File: src/rtl/core/ber_tlv_header_parser_macros.svh
// ----------------------------------------------------------------------------
// ber_tlv_header_parser_macros.svh
// Assertion macros shared by the header parser files.
// ----------------------------------------------------------------------------
`ifndef BER_TLV_HEADER_PARSER_MACROS_SVH
`define BER_TLV_HEADER_PARSER_MACROS_SVH

`ifndef ASSERT_OFF

// concurrent check on clk_i, disabled while rst_ni is low
`define BTLV_ASSERT(lbl, prop, msg) \
  lbl: assert property (@(posedge clk_i) disable iff (!rst_ni) (prop)) else $error(msg);

// concurrent check on clk_i that also holds during reset
`define BTLV_ASSERT_ALWAYS(lbl, prop, msg) \
  lbl: assert property (@(posedge clk_i) (prop)) else $error(msg);

`else

`define BTLV_ASSERT(lbl, prop, msg)
`define BTLV_ASSERT_ALWAYS(lbl, prop, msg)

`endif

`endif

File: src/rtl/core/btlv_pkg.sv
// ----------------------------------------------------------------------------
// btlv_pkg
// Types and constants shared by the BER-TLV header parser.
// ----------------------------------------------------------------------------
package btlv_pkg;

  // tag and length byte masks
  localparam logic [7:0] TagConsMask  = 8'h20;
  localparam logic [7:0] TagMultiMask = 8'h1F;
  localparam logic [7:0] LenLongMask  = 8'h80;
  localparam logic [7:0] LenCountMask = 8'h7F;

  localparam logic [3:0] DepthMax = 4'd15;

  // error codes of a result
  typedef enum logic [1:0] {
    ERR_NONE     = 2'd0,
    ERR_TAG_LONG = 2'd1,
    ERR_LEN_LONG = 2'd2,
    ERR_INDEF    = 2'd3
  } btlv_err_e;

  // one parsed header
  typedef struct packed {
    logic [31:0] tag_value;
    logic [2:0]  tag_byte_count;
    logic        constructed;
    logic [31:0] hdr_length;
    logic        long_form;
    logic [3:0]  nesting_depth;
    btlv_err_e   error_code;
  } btlv_result_t;

endpackage

File: src/rtl/core/ber_tlv_header_parser.sv
// ----------------------------------------------------------------------------
// ber_tlv_header_parser
// BER-TLV tag and length header parser for a byte stream.
// ----------------------------------------------------------------------------
// The block takes one byte per cycle and, for each complete or failed header,
// gives one result transfer with tag, constructed bit, length, nesting depth
// and error code; bytes that complete nothing give no result. A byte waits
// in the input register until the pipeline advances; then the header state
// updates and the result register loads together, so the result of the byte
// that completes a header is registered before it reaches the outputs. The
// sustained rate is one byte per cycle while the result side does not stall,
// as the header state registers update on each stepped byte; a stall on the
// result side holds the input side once the input register is full.
`include "ber_tlv_header_parser_macros.svh"

module ber_tlv_header_parser #(
  parameter int MAX_TAG_BYTES    = 4,
  parameter int MAX_LENGTH_BYTES = 4
) (
  input  logic        clk_i,
  input  logic        rst_ni,
  // byte input
  input  logic        in_valid_i,
  output logic        in_stall_o,
  input  logic [7:0]  data_byte_i,
  input  logic        start_message_i,
  // header result
  output logic        out_valid_o,
  input  logic        out_stall_i,
  output logic [31:0] tag_value_o,
  output logic [2:0]  tag_byte_count_o,
  output logic        constructed_o,
  output logic [31:0] hdr_length_o,
  output logic        long_form_o,
  output logic [3:0]  nesting_depth_o,
  output logic [1:0]  error_code_o
);
  import btlv_pkg::*;

  logic         in_valid_q, in_valid_d;
  logic [7:0]   in_byte_q;
  logic         in_start_q;
  logic         out_valid_q, out_valid_d;
  btlv_result_t out_res_q;

  logic         advance;
  logic         step;
  logic         in_xfer;
  logic         res_valid;
  btlv_result_t res;

  // pipeline moves unless a result is held by the consumer
  assign advance    = !(out_valid_q && out_stall_i);
  assign step       = in_valid_q && advance;
  assign in_stall_o = in_valid_q && !advance;
  assign in_xfer    = in_valid_i && !in_stall_o;

  // input register
  always_comb begin
    in_valid_d = in_valid_q;
    if (in_xfer) begin
      in_valid_d = 1'b1;
    end else if (advance) begin
      in_valid_d = 1'b0;
    end
  end

  always_ff @(posedge clk_i or negedge rst_ni) begin
    if (!rst_ni) begin
      in_valid_q <= 1'b0;
    end else begin
      in_valid_q <= in_valid_d;
    end
  end

  always_ff @(posedge clk_i) begin
    if (in_xfer) begin
      in_byte_q  <= data_byte_i;
      in_start_q <= start_message_i;
    end
  end

  // header state machine
  btlv_parser #(
    .MAX_TAG_BYTES   (MAX_TAG_BYTES),
    .MAX_LENGTH_BYTES(MAX_LENGTH_BYTES)
  ) u_parser (
    .clk_i          (clk_i),
    .rst_ni         (rst_ni),
    .step_i         (step),
    .data_byte_i    (in_byte_q),
    .start_message_i(in_start_q),
    .res_valid_o    (res_valid),
    .res_o          (res)
  );

  // result register
  assign out_valid_d = advance ? res_valid : out_valid_q;

  always_ff @(posedge clk_i or negedge rst_ni) begin
    if (!rst_ni) begin
      out_valid_q <= 1'b0;
    end else begin
      out_valid_q <= out_valid_d;
    end
  end

  always_ff @(posedge clk_i) begin
    if (res_valid) begin
      out_res_q <= res;
    end
  end

  assign out_valid_o      = out_valid_q;
  assign tag_value_o      = out_res_q.tag_value;
  assign tag_byte_count_o = out_res_q.tag_byte_count;
  assign constructed_o    = out_res_q.constructed;
  assign hdr_length_o     = out_res_q.hdr_length;
  assign long_form_o      = out_res_q.long_form;
  assign nesting_depth_o  = out_res_q.nesting_depth;
  assign error_code_o     = out_res_q.error_code;

  // input side stalls only behind a held result
  `BTLV_ASSERT_ALWAYS(a_stall_cause, in_stall_o |-> (out_valid_q && out_stall_i), "input stalled without a held result")
  // a held result is not dropped
  `BTLV_ASSERT(a_out_held, (out_valid_q && out_stall_i) |=> out_valid_q, "held result dropped")
  // a waiting byte is not dropped while the pipeline is held
  `BTLV_ASSERT(a_in_held, (in_valid_q && !advance) |=> in_valid_q, "waiting byte dropped")
  // the parser steps only when its result can be taken
  `BTLV_ASSERT_ALWAYS(a_step_room, res_valid |-> advance, "result produced without room")

endmodule

File: src/rtl/core/btlv_parser.sv
// ----------------------------------------------------------------------------
// btlv_parser
// Header state machine: takes one byte per step and returns the header
// result that this byte completes, if any.
// ----------------------------------------------------------------------------
`include "ber_tlv_header_parser_macros.svh"

module btlv_parser #(
  parameter int MAX_TAG_BYTES    = 4,
  parameter int MAX_LENGTH_BYTES = 4
) (
  input  logic                  clk_i,
  input  logic                  rst_ni,
  input  logic                  step_i,
  input  logic [7:0]            data_byte_i,
  input  logic                  start_message_i,
  output logic                  res_valid_o,
  output btlv_pkg::btlv_result_t res_o
);
  import btlv_pkg::*;

  localparam int TagCntW = $clog2(MAX_TAG_BYTES + 1);
  localparam int LenCntW = $clog2(MAX_LENGTH_BYTES + 1);

  typedef enum logic [2:0] {
    PH_IDLE      = 3'd0,
    PH_TAG_FIRST = 3'd1,
    PH_TAG_MORE  = 3'd2,
    PH_LEN_FIRST = 3'd3,
    PH_LEN_MORE  = 3'd4
  } phase_e;

  phase_e              phase_q, phase_d, phase_eff;
  logic [31:0]         tag_acc_q, tag_acc_d;
  logic [TagCntW-1:0]  tag_cnt_q, tag_cnt_d;
  logic [31:0]         len_acc_q, len_acc_d;
  logic [LenCntW-1:0]  len_left_q, len_left_d;
  logic                cons_q, cons_d;
  logic [3:0]          depth_q, depth_d, depth_eff;

  logic [31:0]         len_shift;
  logic [LenCntW-1:0]  len_left_dec;
  logic [6:0]          len_n;
  logic [3:0]          tag_cnt_ext;
  logic                emit;
  logic [31:0]         emit_len;
  logic                emit_lf;
  btlv_err_e           emit_err;
  logic                hdr_done;

  assign tag_cnt_ext  = 4'(tag_cnt_q);
  assign len_shift    = {len_acc_q[23:0], data_byte_i};
  assign len_left_dec = (len_left_q != '0) ? len_left_q - 1'b1 : len_left_q;
  assign len_n        = data_byte_i[6:0] & LenCountMask[6:0];

  // next-state and result logic for one byte
  always_comb begin
    phase_eff  = start_message_i ? PH_TAG_FIRST : phase_q;
    depth_eff  = start_message_i ? 4'd0 : depth_q;
    phase_d    = phase_eff;
    depth_d    = depth_eff;
    tag_acc_d  = tag_acc_q;
    tag_cnt_d  = tag_cnt_q;
    len_acc_d  = len_acc_q;
    len_left_d = len_left_q;
    cons_d     = cons_q;
    emit       = 1'b0;
    emit_len   = '0;
    emit_lf    = 1'b0;
    emit_err   = ERR_NONE;
    hdr_done   = 1'b0;

    unique case (phase_eff)
      PH_TAG_FIRST: begin
        tag_acc_d  = {24'd0, data_byte_i};
        tag_cnt_d  = TagCntW'(1);
        cons_d     = (data_byte_i & TagConsMask) != 8'd0;
        len_acc_d  = '0;
        len_left_d = '0;
        phase_d    = ((data_byte_i & TagMultiMask) == TagMultiMask) ? PH_TAG_MORE
                                                                    : PH_LEN_FIRST;
      end
      PH_TAG_MORE: begin
        if (tag_cnt_q >= TagCntW'(MAX_TAG_BYTES)) begin
          emit     = 1'b1;
          emit_err = ERR_TAG_LONG;
          phase_d  = PH_IDLE;
        end else begin
          tag_acc_d = {tag_acc_q[23:0], data_byte_i};
          tag_cnt_d = tag_cnt_q + 1'b1;
          if ((data_byte_i & LenLongMask) == 8'd0) begin
            phase_d = PH_LEN_FIRST;
          end
        end
      end
      PH_LEN_FIRST: begin
        if ((data_byte_i & LenLongMask) == 8'd0) begin
          emit     = 1'b1;
          emit_len = {24'd0, data_byte_i};
          hdr_done = 1'b1;
        end else if (len_n == 7'd0) begin
          emit     = 1'b1;
          emit_lf  = 1'b1;
          emit_err = ERR_INDEF;
          phase_d  = PH_IDLE;
        end else if (len_n > 7'(MAX_LENGTH_BYTES)) begin
          emit     = 1'b1;
          emit_lf  = 1'b1;
          emit_err = ERR_LEN_LONG;
          phase_d  = PH_IDLE;
        end else begin
          len_acc_d  = '0;
          len_left_d = LenCntW'(len_n);
          phase_d    = PH_LEN_MORE;
        end
      end
      PH_LEN_MORE: begin
        len_acc_d  = len_shift;
        len_left_d = len_left_dec;
        if (len_left_dec == '0) begin
          emit     = 1'b1;
          emit_len = len_shift;
          emit_lf  = 1'b1;
          hdr_done = 1'b1;
        end
      end
      PH_IDLE: begin
        phase_d = PH_IDLE;
      end
      default: begin
        phase_d = PH_IDLE;
      end
    endcase

    // header complete: go one level deeper or stop until the next start
    if (hdr_done) begin
      if (cons_q) begin
        phase_d = PH_TAG_FIRST;
        if (depth_eff < DepthMax) begin
          depth_d = depth_eff + 4'd1;
        end
      end else begin
        phase_d = PH_IDLE;
      end
    end
  end

  // result of the current byte
  assign res_valid_o          = step_i && emit;
  assign res_o.tag_value      = tag_acc_q;
  assign res_o.tag_byte_count = tag_cnt_ext[2:0];
  assign res_o.constructed    = cons_q;
  assign res_o.hdr_length     = emit_len;
  assign res_o.long_form      = emit_lf;
  assign res_o.nesting_depth  = depth_eff;
  assign res_o.error_code     = emit_err;

  // parser state, updated on each stepped byte
  always_ff @(posedge clk_i or negedge rst_ni) begin
    if (!rst_ni) begin
      phase_q    <= PH_IDLE;
      tag_acc_q  <= '0;
      tag_cnt_q  <= '0;
      len_acc_q  <= '0;
      len_left_q <= '0;
      cons_q     <= 1'b0;
      depth_q    <= '0;
    end else if (step_i) begin
      phase_q    <= phase_d;
      tag_acc_q  <= tag_acc_d;
      tag_cnt_q  <= tag_cnt_d;
      len_acc_q  <= len_acc_d;
      len_left_q <= len_left_d;
      cons_q     <= cons_d;
      depth_q    <= depth_d;
    end
  end

  // an error result always leaves the parser idle
  `BTLV_ASSERT(a_err_idles, (res_valid_o && (res_o.error_code != ERR_NONE)) |=> (phase_q == PH_IDLE), "error result did not idle the parser")
  // a good constructed header always opens a nested header
  `BTLV_ASSERT(a_cons_nests, (res_valid_o && (res_o.error_code == ERR_NONE) && res_o.constructed) |=> (phase_q == PH_TAG_FIRST), "constructed header did not nest")
  // length byte counter stays in range while collecting length bytes
  `BTLV_ASSERT(a_len_left_range, (phase_q == PH_LEN_MORE) |-> ((len_left_q != '0) && (len_left_q <= LenCntW'(MAX_LENGTH_BYTES))), "length byte counter out of range")
  // tag byte counter never exceeds the tag limit
  `BTLV_ASSERT(a_tag_cnt_range, tag_cnt_q <= TagCntW'(MAX_TAG_BYTES), "tag byte counter out of range")

endmodule
File: config.mk
export PLATFORM = sky130hd
export DESIGN_NAME = ber_tlv_header_parser
export DESIGN_NICKNAME = d
export VERILOG_FILES = /design/src/rtl/core/btlv_pkg.sv /design/src/rtl/core/ber_tlv_header_parser.sv /design/src/rtl/core/btlv_parser.sv
export VERILOG_INCLUDE_DIRS = /design/src /design/src/rtl/core
export SDC_FILE = /design/constraint.sdc
export NUM_CORES = 1
export LEC_CHECK = 0
export BUFFER_PORTS_ARGS = -buffer_cell sky130_fd_sc_hd__buf_4
export CORE_MARGIN = 1.5
export CORE_UTILIZATION = 55
export DETAILED_ROUTE_END_ITERATION = 10
export PLACE_DENSITY = 0.79
export SLEW_MARGIN = 20
export SYNTH_ARGS = -nofsm -noshare
export SYNTH_HDL_FRONTEND = slang
export SYNTH_HIERARCHICAL = 1
export SYNTH_SLANG_ARGS = --single-unit
File: constraint.sdc
create_clock -name clk_i -period 7.93 [get_ports clk_i]
set_input_delay 1.1895 -clock clk_i [delete_from_list [all_inputs] [get_ports clk_i]]
set_output_delay 1.1895 -clock clk_i [all_outputs]
set_load 0.005 [all_outputs]
==> results, run 1 <==
- The leakage power is 3.232 nW.
- The critical path start-end classification is flip-flop to flip-flop.
- The total inserted antenna cells is 0.
- Among all stages on the critical path, the largest delay is contributed by sky130_fd_sc_hd__nor4b_4.
- The synthesized design contains 84 enable-type register cells.
- The first global-routing pass estimated 19.44 mm of wire.
- The relative slew slack is 24.84%.
- No sink is reached through more buffers than the 2 on the longest clock path.
- The post-synthesis register bit count is 156.
- In this run the register-to-register setup slack is 4220 ps.
- The core area is 0.01089 sq mm.
- The hold path startpoint is u_parser/tag_acc_q[24].
- For this run, the number of Yosys warnings is 6.
- The post-route antenna net violation count is 0.
- In this run the worst path has a maximum fanout of 50.
- The via count normalized by instance count is 5.488.
- The synthesized area per cell is 13.28 sq um.
- After synthesis, the most frequently instantiated cells are sky130_fd_sc_hd__edfxtp_1 (84), sky130_fd_sc_hd__dfrtp_1 (72), sky130_fd_sc_hd__nand2_1 (72).
- After synthesis, flip-flops and latches occupy 70.16% of the total area.
- The number of antenna violations at the first check in global routing is 0.
- The mapped netlist covers 0.006163 sq mm.
- Summed over all layers, the routed wires come to 12.10 mm.
- The CTS clock-pin slew for the worst setup and hold paths is 60 ps.
- Once the floorplan was initialized, standard cells occupied 56.61% of the core.
- The min-delay analysis places its worst path in the category flip-flop to flip-flop.
- The total I/O pin count is 90.
- The number of global-route vias before repair was 3938.
- The slew at the pin with the worst max-slew slack is 1127 ps.
- The later pin in the worst-skew pair is clocked with a latency of 530 ps.
- The critical path goes through nor4b_4 > o211a_1 > nor2_1 > a2111oi_4 > buf_4.
- The kind of end point of the critical path is a flip-flop.
- The worst hold path passes through 0 cells.
- The number of pins with negative max-slew slack in the final report came to 0.
- For this run, the top clock speed supported by timing is 269.9 MHz.
- After detailed routing, the number of remaining DRC violations is 0.
- After synthesis, the share of flip-flops with an asynchronous set or reset is 46.15%.
- The worst clock skew is 10.70 ps.
- The tightest hold path in the finished design has a slack of 451.3 ps.
- The most numerous cell in the Yosys netlist is sky130_fd_sc_hd__edfxtp_1.
- Counting both buffers and inverters, the worst setup path holds a total of 1.
- The number of distinct library cell variants in the gate-level netlist after synthesis is 60.
- For the worst setup path, the data arrival time is 3870 ps.
- For this block, the initial DRC count from the detailed router was 350.
- The number of hold violations in the final report is 0.
- The share of the synthesized area in the top cell type is 40.93%.
- Before antenna repair, the detailed router went through 6 iterations.
- The synthesis-to-finish area growth is 22.61%.
- The largest area contributor in the synthesized netlist is sky130_fd_sc_hd__edfxtp_1.
- The placement row count is 38.
- Dividing the detail-routed wire length by the instance count gives 17.06 microns.
- The startpoint identified for the worst register-to-register timing path is in_start_q.
- The maximum ir drop on the vdd rail is 0.1229 mV.
- The final critical path time including I/O delays and setup is 3705 ps.
- In the final layout, the multi-input gates occupy 0.001643 sq mm.
- The count of endpoints failing setup in the final report is 0.
- The height of the die is 108.9 microns.
- The die boundary width is 108.9 microns.
- The worst register-to-register path ends at tag_value_o[17].
- In the final layout, the share of cells above drive strength 1 is 26.36%.
- The fill cell total of the finished layout is 732.
- The summed negative setup slack over all endpoints is 0 ps.
- In this run, CTS created clock tree buffers numbering 17.
- The combined flip-flop and latch cell area is 0.004324 sq mm.
- By area the synthesized netlist is led by sky130_fd_sc_hd__edfxtp_1 (41%), sky130_fd_sc_hd__dfrtp_1 (29%), sky130_fd_sc_hd__nand2_1 (4.4%).
- Counting every net in the synthesized netlist gives 483.
- The worst setup path is launched from a flip-flop.
- The number of cells on the worst reg-to-reg path is 5.
- The count of hold buffers inserted by post-cts repair is 0.
- In this run, post-CTS repair resized a total of 0 instances.
- The H-tree was split into 4 levels.
- After the last flow step, the layout net total stands at 575.
- The max-cap violation count is 0.
- The terminating pin of the worst hold path is tag_value_o[24].
- Entering global routing, the biggest net connects 73 pins.
- The run finished with clean final reports.
- The largest stage delay on the critical path is 940 ps.
- After layout, the worst path uses 46.73% of the clock period.
- Setup repair after global routing left no endpoint under its margin.
- For this design, the sink count on the clock tree is 156.
- In this run the post-CTS setup repair buffer count came out at 0.
- The most common flop cell mapped by yosys is sky130_fd_sc_hd__edfxtp_1.
- The placer's final routability congestion estimate is 0.8946.
- The detailed-placement wirelength estimate is 7.540 mm.
- Grouping stages by cell kind, the critical path spends the most delay in simple AND/OR/NAND/NOR gates.
- The total congestion overflow after global routing is 0.
- Dividing total power by cell area gives a power density of 257.4 mW/mm^2.
- The total number of vias is 3891.
- The all-layer global routing usage is 22.15%.
- Port buffering added 89 buffers.
- The die covers 0.01185 sq mm.
- The post-synthesis instance total is 464.
- The tree is rooted in a sky130_fd_sc_hd__clkbuf_8.
- At the worst endpoint, the required time is 8090 ps.
- The TritonCTS clock tree is done.
stage by stage:
step,total power (W),setup slack [ps],util (%),area [sq um],cells
global route,0.002014,3941,69.41,7557,709
finish,0.001945,4225,69.41,7557,709
global placement,0.001140,4263,63.82,6949,676
detailed placement,0.001148,4182,63.82,6949,676
CTS,0.001953,4240,69.31,7546,708
floorplan,0.001084,1087,-,6163,464
registers in the layout, indices dropped and copies added, names as in the netlist, 3 cells and up:
| name | cells |
|---|---|
| nesting_depth_o | 4 |
| tag_value_o | 32 |
| u_parser/tag_cnt_q | 3 |
| u_parser/len_acc_q | 24 |
| u_parser/tag_acc_q | 32 |
| u_parser/depth_q | 4 |
| in_byte_q | 8 |
| tag_byte_count_o | 3 |
| u_parser/phase_q | 3 |
| u_parser/len_left_q | 3 |
| hdr_length_o | 32 |
cell usage in the layout (no fill, tap or decap), types with 7 or more instances in the layout:
master and count:
sky130_fd_sc_hd__buf_4 93, sky130_fd_sc_hd__edfxtp_1 84, sky130_fd_sc_hd__dfrtp_1 72, sky130_fd_sc_hd__nand2_1 72
sky130_fd_sc_hd__nor2_1 31, sky130_fd_sc_hd__inv_1 28, sky130_fd_sc_hd__nand3_1 27, sky130_fd_sc_hd__clkbuf_16 16
sky130_fd_sc_hd__mux2i_1 16, sky130_fd_sc_hd__mux2_2 14, sky130_fd_sc_hd__and2_1 11, sky130_fd_sc_hd__nor2b_1 10
sky130_fd_sc_hd__o21ai_0 8, sky130_fd_sc_hd__a21oi_1 7
worst max-delay path by stage:
| stage | start | to | slack (ps) | depth (start not counted) |
|---|---|---|---|---|
| CTS | in_start_q | hdr_length_o[28] | 4240 | 5 |
| floorplan | out_stall_i | constructed_o | 1090 | 3 |
| detailed placement | out_stall_i | u_parser/tag_acc_q[3] | 4180 | 7 |
| global placement | out_stall_i | u_parser/tag_acc_q[6] | 4260 | 7 |
| finish | in_start_q | tag_value_o[17] | 4220 | 5 |
| global route | in_start_q | hdr_length_o[28] | 3940 | 5 |
layer usage:
metal  vias up  wire length (microns)  GRT usage, %
met5         -                      0             0
met4         0                    261         9.023
met3        30                    679         6.037
met2       134                   6189         36.25
met1      1925                   4968         28.05
li1       1802                      -             -
cell families (layout without fill, tap and decap cells):
family          Yosys count  count (layout)  synth area share (%)
buf+inv                  50             155                 3.552
compound gates           42              42                 5.014
flops                   156             156                 70.16
simple gates            177             177                 14.35
fa+ha+maj                 6               6                 1.218
mux                      33              33                 5.704
cell type report:
type	instances	share of cell area [%]
clock buffer	21	5.811
sequential	156	57.22
inverter	29	1.440
multi-input combinational	258	21.74
clock inverter	11	2.086
timing repair buffer	94	9.387
tap	140	2.318
power by group:
part / switching, W / leakage [nW] / internal (W)
Combinational: 0.000100 / 1.20 / 0.0000778
Sequential: 0.0000482 / 1.75 / 0.000913
Clock: 0.000313 / 0.284 / 0.000492
No activity file was read; power rests on OpenSTA's default activity.
==> run 2: changes to the inputs <==
- clock period: 7.93 -> 3.5 ns (I/O delays scaled with it)
==> run 2 against run 1 <==
Against the previous run: die area did not move; cell count rose by 0.71%; clock power rose by 110%; clock-buffer cell count fell by 1; fmax rose by 31%; setup slack got worse by 3600 ps; register-to-register slack got worse by 3600 ps; via count rose by 1.9%; critical endpoint is now hdr_length_o[7]; largest cell class unchanged.
==> results, run 2 (same netlist as run 1, synthesis figures left out) <==
- The flow ran to the end, and the final reports show no timing, DRC or antenna violations.
- The share of cells above drive strength 1 was 27.70% (+1.3 points).
- The switching share of power is 23.97% (+0.24 points).
- Setup repair after global routing left no endpoint under its margin.
- The count of endpoints failing setup in the final report was 0 (unchanged).
- The portion of the clock cycle consumed by the worst path in the final layout was 80.84% (+34 points).
- The data required time at the worst endpoint is 3680 ps (-4410 ps).
- The area of the die is 0.01185 sq mm (unchanged).
- The net load switching power is 0.001034 W (+120%).
- The final-layout worst hold slack is 125.8 ps (-325.6 ps).
- The all-layer global routing usage is 22.03% (-0.13 points).
- The register share of total power is 50.5% (+1.1 points).
- The final routed wirelength across all metal layers is 12.30 mm (+1.7%).
- Relative to the synthesized area, the layout overhead comes to 23.30%.
- The maximum buffer depth of the clock tree was 2 (unchanged).
- In the layout the commonest cells are sky130_fd_sc_hd__buf_4 (98), sky130_fd_sc_hd__edfxtp_1 (84), sky130_fd_sc_hd__dfrtp_1 (72), sky130_fd_sc_hd__nand2_1 (72), sky130_fd_sc_hd__nor2_1 (30).
- The largest net degree at the start of global routing is 73 (unchanged).
- The detailed-router iteration count before antenna repair was 5 (-1).
- The CTS clock-pin slew for the worst setup and hold paths is 60 ps (about the same).
- The share of the core filled with cells in the final layout was 69.80% (+0.39 points).
- The number of DRC markers in iteration 0 is 207 (-41%).
- The number of antenna violations at the first check in global routing is 0 (unchanged).
- The total inserted antenna cells is 0 (unchanged).
- The placed standard-cell area is 0.007051 sq mm (+1.5%).
- The detailed-placement wirelength estimate is 7.753 mm (+2.8%).
- The power density relative to cell area is 567.4 mW/mm^2 (+120%).
- The maximum clock frequency is 353.4 MHz (+31%).
- The relative slew slack came to 37.38% (+13 points).
- The CTS buffer count is 17 (unchanged).
- The critical path start-end classification is flip-flop to flip-flop.
- The number of global-route vias before repair was 3948 (+0.25%).
- The total number of vias was 3963 (+1.9%).
- The number of pins with negative max-slew slack in the final report was 0 (unchanged).
- STA classifies the critical path endpoint as a flip-flop.
- The data arrival time at the worst-slack endpoint is 3010 ps (-860 ps).
- The post-cts sizing count is 0 (unchanged).
- The critical path launch point type is a flip-flop.
- The fill cell total of the finished layout is 755 (+3.1%).
- The height of the die is 108.9 microns (unchanged).
- The worst clock skew was 7.090 ps (-3.615 ps).
- The number of hold violations in the final report is 0 (unchanged).
- The tree is rooted in a sky130_fd_sc_hd__clkbuf_8.
- The share of power burned in combinational logic came to 10.1% (+0.9 points).
- The die boundary width is 108.9 microns (unchanged).
- The placer's final routability congestion estimate came to 0.9255 (+3.5%).
- The highest fanout seen on the critical path is 69 (+38%).
- The global-route wire length before repair came to 19.46 mm (+0.10%).
- The via count normalized by instance count is 5.550 (+1.1%).
- The number of DRC violations after detailed routing is 0 (unchanged).
- The mean routed wirelength per cell is 17.23 microns (+0.96%).
- The number of cells on the worst reg-to-reg path is 6 (+1).
- The maximum ir drop on the vdd rail is 0.3603 mV (+190%).
- The total congestion overflow after global routing is 0 (unchanged).
- The clock latency on the worst-skew pair is 520 ps (about the same).
- The post-route antenna net violation count is 0 (unchanged).
- The slew at the pin with the worst max-slew slack is 939.3 ps (-188.1 ps).
- The number of levels in the clock H-tree is 4 (unchanged).
- The number of clock sinks seen by CTS is 156 (unchanged).
- The total power after layout is 0.004312 W (+120%).
- The count of hold buffers inserted by post-cts repair was 0 (unchanged).
- The final cell area excluding filler cells is 0.007600 sq mm (+0.56%).
- The most common cell after layout, fill and taps aside is sky130_fd_sc_hd__buf_4.
- The internal cell power is 0.003279 W (+120%).
- The effective utilization at floorplan came to 56.61% (unchanged).
- The post-CTS setup buffer count is 0 (unchanged).
- The count of input and output buffers was 89 (unchanged).
- The core area is 0.01089 sq mm (unchanged).
- The number of instances in the placed design was 682 (+0.89%).
- The placement row count is 38 (unchanged).
- The max-cap violation count is 0 (unchanged).
- The final critical path time including I/O delays and setup is 2829 ps (-875.9 ps).
- The kind of path behind the tightest hold check is input pin to asynchronous set/reset pin.
- The portion of total power attributed to the clock network is 39.4% (-2.0 points).
- The total I/O pin count came to 90 (unchanged).
- The leakage power is 3.247 nW (+0.46%).
- The count of nets after finishing is 580 (+0.87%).
- TritonCTS built the clock tree.
- The filler-free cell count of the finished design is 714 (+0.71%).
run 2: cell count changes in the layout (fill, tap and decap cells not counted), moves of 2 or more:
cell | before | now
sky130_fd_sc_hd__ha_4 | 0 | 2
sky130_fd_sc_hd__inv_6 | 3 | 1
sky130_fd_sc_hd__ha_1 | 6 | 4
sky130_fd_sc_hd__clkinv_4 | 3 | 1
sky130_fd_sc_hd__buf_4 | 93 | 98
sky130_fd_sc_hd__clkinv_2 | 0 | 4
run 2: stage by stage:
step	worst slack [ps]	TNS [ps]
finish	670.5	0
global route	527.6	0
global placement	811.0	0
detailed placement	716.7	0
floorplan	-964.9	-73130
CTS	687.6	0
run 2: final timing paths:
path	startpoint	end	slack, ps
hold / removal	rst_ni	u_parser/tag_cnt_q[1]	130
min in group clk_i	data_byte_i[6]	in_byte_q[6]	170
max in group asynchronous	rst_ni	u_parser/len_left_q[1]	2740
setup reg to reg	in_start_q	hdr_length_o[7]	670
setup / recovery	in_start_q	hdr_length_o[7]	670
hold reg to reg	u_parser/tag_acc_q[26]	tag_value_o[26]	450
run 2: final cells by class:
cell class                      count  area [sq um]  area share [%]
Clock inverter                     12         123.9           1.630
Tap cell                          140         175.2           2.305
Multi-Input combinational cell    258          1687           22.19
Sequential cell                   156          4324           56.90
Inverter                           29         108.9           1.432
Timing Repair Buffer               99         755.7           9.944
Clock buffer                       20         425.4           5.598
run 2: per-layer routing:
metal | GRT usage (%) | share of wire [%] | vias to the layer above
met5 | 0 | 0 | -
met4 | 9.962 | 2.2 | 0
met3 | 5.380 | 6.0 | 19
met2 | 35.09 | 50 | 151
met1 | 28.75 | 41 | 1978
li1 | - | - | 1815
run 2: power by group through the flow:
stage / registers [W] / logic, W / clock network, W
2_1_floorplan: 0.00217 / 0.000318 / 0
3_3_place_gp: 0.00220 / 0.000414 / 0
3_5_place_dp: 0.00221 / 0.000430 / 0
4_1_cts: 0.00218 / 0.000436 / 0.00172
5_1_grt: 0.00219 / 0.000473 / 0.00180
6_report: 0.00218 / 0.000437 / 0.00170
run 2: worst max-delay path, cell delays in order, from the launching register on:
cell                        delay [ps]
sky130_fd_sc_hd__edfxtp_1          660
sky130_fd_sc_hd__nor4b_4           330
sky130_fd_sc_hd__buf_4             290
sky130_fd_sc_hd__o211a_1           260
sky130_fd_sc_hd__nor2_4             90
sky130_fd_sc_hd__a2111oi_4         440
sky130_fd_sc_hd__buf_12            370
==> run 3: changes to the inputs <==
- clock period: 3.5 -> 2.7 ns (I/O delays scaled with it)
==> run 3 against run 2 <==
Against the previous run: register-to-register slack got worse by 520 ps; critical path depth rose by 2; highest routed layer unchanged; combinational power rose by 34%; die area did not move; largest power group unchanged; total power rose by 34%; critical path type unchanged; sequential power rose by 29%; clock skew rose by 3.0 ps; largest cell class unchanged; sequential share of layout area fell by 0.70 points; via count fell by 0.88%.
==> results, run 3 (same netlist as run 1, synthesis figures left out) <==
- The flow ran to the end, and the final reports show no timing, DRC or antenna violations.
- The number of DRC markers in iteration 0 was 243 (+17%).
- The largest net degree at the start of global routing is 73 (unchanged).
- The power density relative to cell area is 750.4 mW/mm^2 (+32%).
- The total congestion overflow after global routing came to 0 (unchanged).
- Setup repair after global routing left no endpoint under its margin.
- The share of cells above drive strength 1 is 28.13% (+0.42 points).
- The setup slack of the critical path after layout is 148.3 ps (-522.2 ps).
- The total power after layout was 0.005774 W (+34%).
- The switching share of power is 23.95% (about the same).
- The internal cell power is 0.004391 W (+34%).
- The CTS buffer count was 17 (unchanged).
- The highest fanout seen on the critical path is 58 (-16%).
- The number of levels in the clock H-tree was 4 (unchanged).
- The clock latency on the worst-skew pair is 520 ps (about the same).
- The fill cell total of the finished layout is 712 (-5.7%).
- In this run the critical register-to-register path is launched from u_parser/len_left_q[0].
- The tree is rooted in a sky130_fd_sc_hd__clkbuf_8.
- The maximum clock frequency came to 391.9 MHz (+11%).
- The detailed-placement wirelength estimate is 7.949 mm (+2.5%).
- The routed wire length on met2 is 6.315 mm (+2.0%).
- The all-layer global routing usage came to 22.62% (+0.60 points).
- The number of antenna violations at the first check in global routing is 0 (unchanged).
- The count of hold buffers inserted by post-cts repair is 0 (unchanged).
- The number of clock sinks seen by CTS was 156 (unchanged).
- The worst-case setup slack after placement was 199.6 ps (-517.1 ps).
- STA classifies the critical path endpoint as a flip-flop.
- The portion of total power attributed to the clock network came to 41.1% (+1.7 points).
- The leakage power is 3.286 nW (+1.2%).
- The maximum buffer depth of the clock tree is 2 (unchanged).
- The critical path start-end classification is flip-flop to flip-flop.
- The effective utilization at floorplan is 56.61% (unchanged).
- The post-cts sizing count is 0 (unchanged).
- The via count normalized by instance count is 5.486 (-1.2%).
- The portion of the clock cycle consumed by the worst path in the final layout is 94.51% (+14 points).
- The count of nets after finishing is 582 (+0.34%).
- The number of pins with negative max-slew slack in the final report came to 0 (unchanged).
- The count of input and output buffers was 89 (unchanged).
- The routed wire length on met3 came to 617 microns (-16%).
- The data required time at the worst endpoint is 2880 ps (-800 ps).
- The relative slew slack was 37.40% (about the same).
- STA classifies the critical path startpoint as a flip-flop.
- Relative to the synthesized area, the layout overhead comes to 24.85%.
- The die boundary width is 108.9 microns (unchanged).
- The count of endpoints failing setup in the final report is 0 (unchanged).
- The maximum ir drop on the vdd rail was 0.4693 mV (+30%).
- The total number of vias is 3928 (-0.88%).
- The final critical path time including I/O delays and setup came to 2552 ps (-277.8 ps).
- TritonCTS built the clock tree.
- The path class of the tightest hold or removal check is input pin to asynchronous set/reset pin.
- The total inserted antenna cells is 0 (unchanged).
- The global-route wire length before repair is 19.77 mm (+1.6%).
- The library cell used most frequently in the layout, excluding fill and tap cells, is sky130_fd_sc_hd__buf_4.
- The share of power burned in combinational logic is 10.1% (about the same).
- The number of instances in the placed design is 684 (+0.29%).
- The number of DRC violations after detailed routing was 0 (unchanged).
- The max-cap violation count was 0 (unchanged).
- The core area was 0.01089 sq mm (unchanged).
- The post-route antenna net violation count is 0 (unchanged).
- The slew at the pin with the worst max-slew slack was 938.9 ps (-0.3240 ps).
- The library cells used most frequently in the layout, excluding fill and tap cells, are sky130_fd_sc_hd__buf_4 (98), sky130_fd_sc_hd__edfxtp_1 (84), sky130_fd_sc_hd__dfrtp_1 (72), sky130_fd_sc_hd__nand2_1 (72), sky130_fd_sc_hd__nor2_1 (30).
- The share of the core filled with cells in the final layout came to 70.67% (+0.87 points).
- The detailed-route wire length on metal 1 is 5.472 mm (+7.3%).
- The number of hold violations in the final report is 0 (unchanged).
- The register share of total power is 48.8% (-1.7 points).
- The mean routed wirelength per cell came to 17.59 microns (+2.1%).
- The height of the die is 108.9 microns (unchanged).
- The detailed-router iteration count before antenna repair was 5 (unchanged).
- The worst clock skew was 10.10 ps (+3.013 ps).
- The placement row count is 38 (unchanged).
- The net load switching power is 0.001383 W (+34%).
- The number of global-route vias before repair is 3896 (-1.3%).
- The final routed wirelength across all metal layers is 12.59 mm (+2.4%).
- The area of the die is 0.01185 sq mm (unchanged).
- The placer's final routability congestion estimate is 0.8370 (-9.6%).
- The start point of the critical path is u_parser/len_left_q[0].
- The CTS clock-pin slew for the worst setup and hold paths is 60 ps (about the same).
- The total I/O pin count is 90 (unchanged).
- The data arrival time at the worst-slack endpoint was 2740 ps (-270 ps).
- The filler-free cell count of the finished design is 716 (+0.28%).
- The summed negative setup slack over all endpoints is 0 ps (unchanged).
- The highest metal layer carrying signal wires in the routed design is met4.
- The post-CTS setup buffer count is 0 (unchanged).
run 3: through the flow:
step,hold WS (ps),area (sq um)
after floorplan,109.4,6226
after global placement,434.6,7091
after detailed placement,436.9,7091
after CTS,39.35,7687
after global routing,31.05,7695
final,0.1654,7695
run 3: final timing paths:
path	end	slack (ps)	depth (start not counted)
max in group asynchronous	u_parser/len_acc_q[16]	2060	1
hold / removal	u_parser/tag_cnt_q[0]	0.2	1
min in group clk_i	in_byte_q[5]	60	1
setup / recovery	hdr_length_o[28]	150	8
hold reg to reg	tag_value_o[25]	450	0
setup reg to reg	hdr_length_o[28]	150	8
run 3: critical path, stage by stage (launching register included):
cell                        delay (ps)
sky130_fd_sc_hd__dfrtp_1           440
sky130_fd_sc_hd__inv_2              80
sky130_fd_sc_hd__ha_4              170
sky130_fd_sc_hd__ha_4              180
sky130_fd_sc_hd__and3b_1           260
sky130_fd_sc_hd__o211a_1           210
sky130_fd_sc_hd__nor2_4             50
sky130_fd_sc_hd__a2111oi_4         450
sky130_fd_sc_hd__buf_12            320
run 3: final cells by class:
cell class / instances / area [sq um] / area share (%)
flip-flops and latches: 156 / 4324 / 56.20
multi-input cells: 258 / 1694 / 22.02
repair buffers: 101 / 795.8 / 10.34
clock buffers: 19 / 431.7 / 5.610
well taps: 140 / 175.2 / 2.276
clock inverters: 13 / 165.2 / 2.146
inverters: 29 / 108.9 / 1.415
run 3: power groups by stage:
stage               clock network (W)  registers [W]  logic (W)
finish                        0.00237        0.00282   0.000585
global placement                    0        0.00285   0.000557
global route                  0.00251        0.00284   0.000640
CTS                           0.00240        0.00282   0.000585
floorplan                           0        0.00281   0.000412
detailed placement                  0        0.00286   0.000577
run 3: routing by layer:
metal	vias to the layer above	GRT usage [%]
li1	1817	-
met1	1958	29.82
met2	137	37.23
met3	16	5.320
met4	0	7.425
met5	-	0
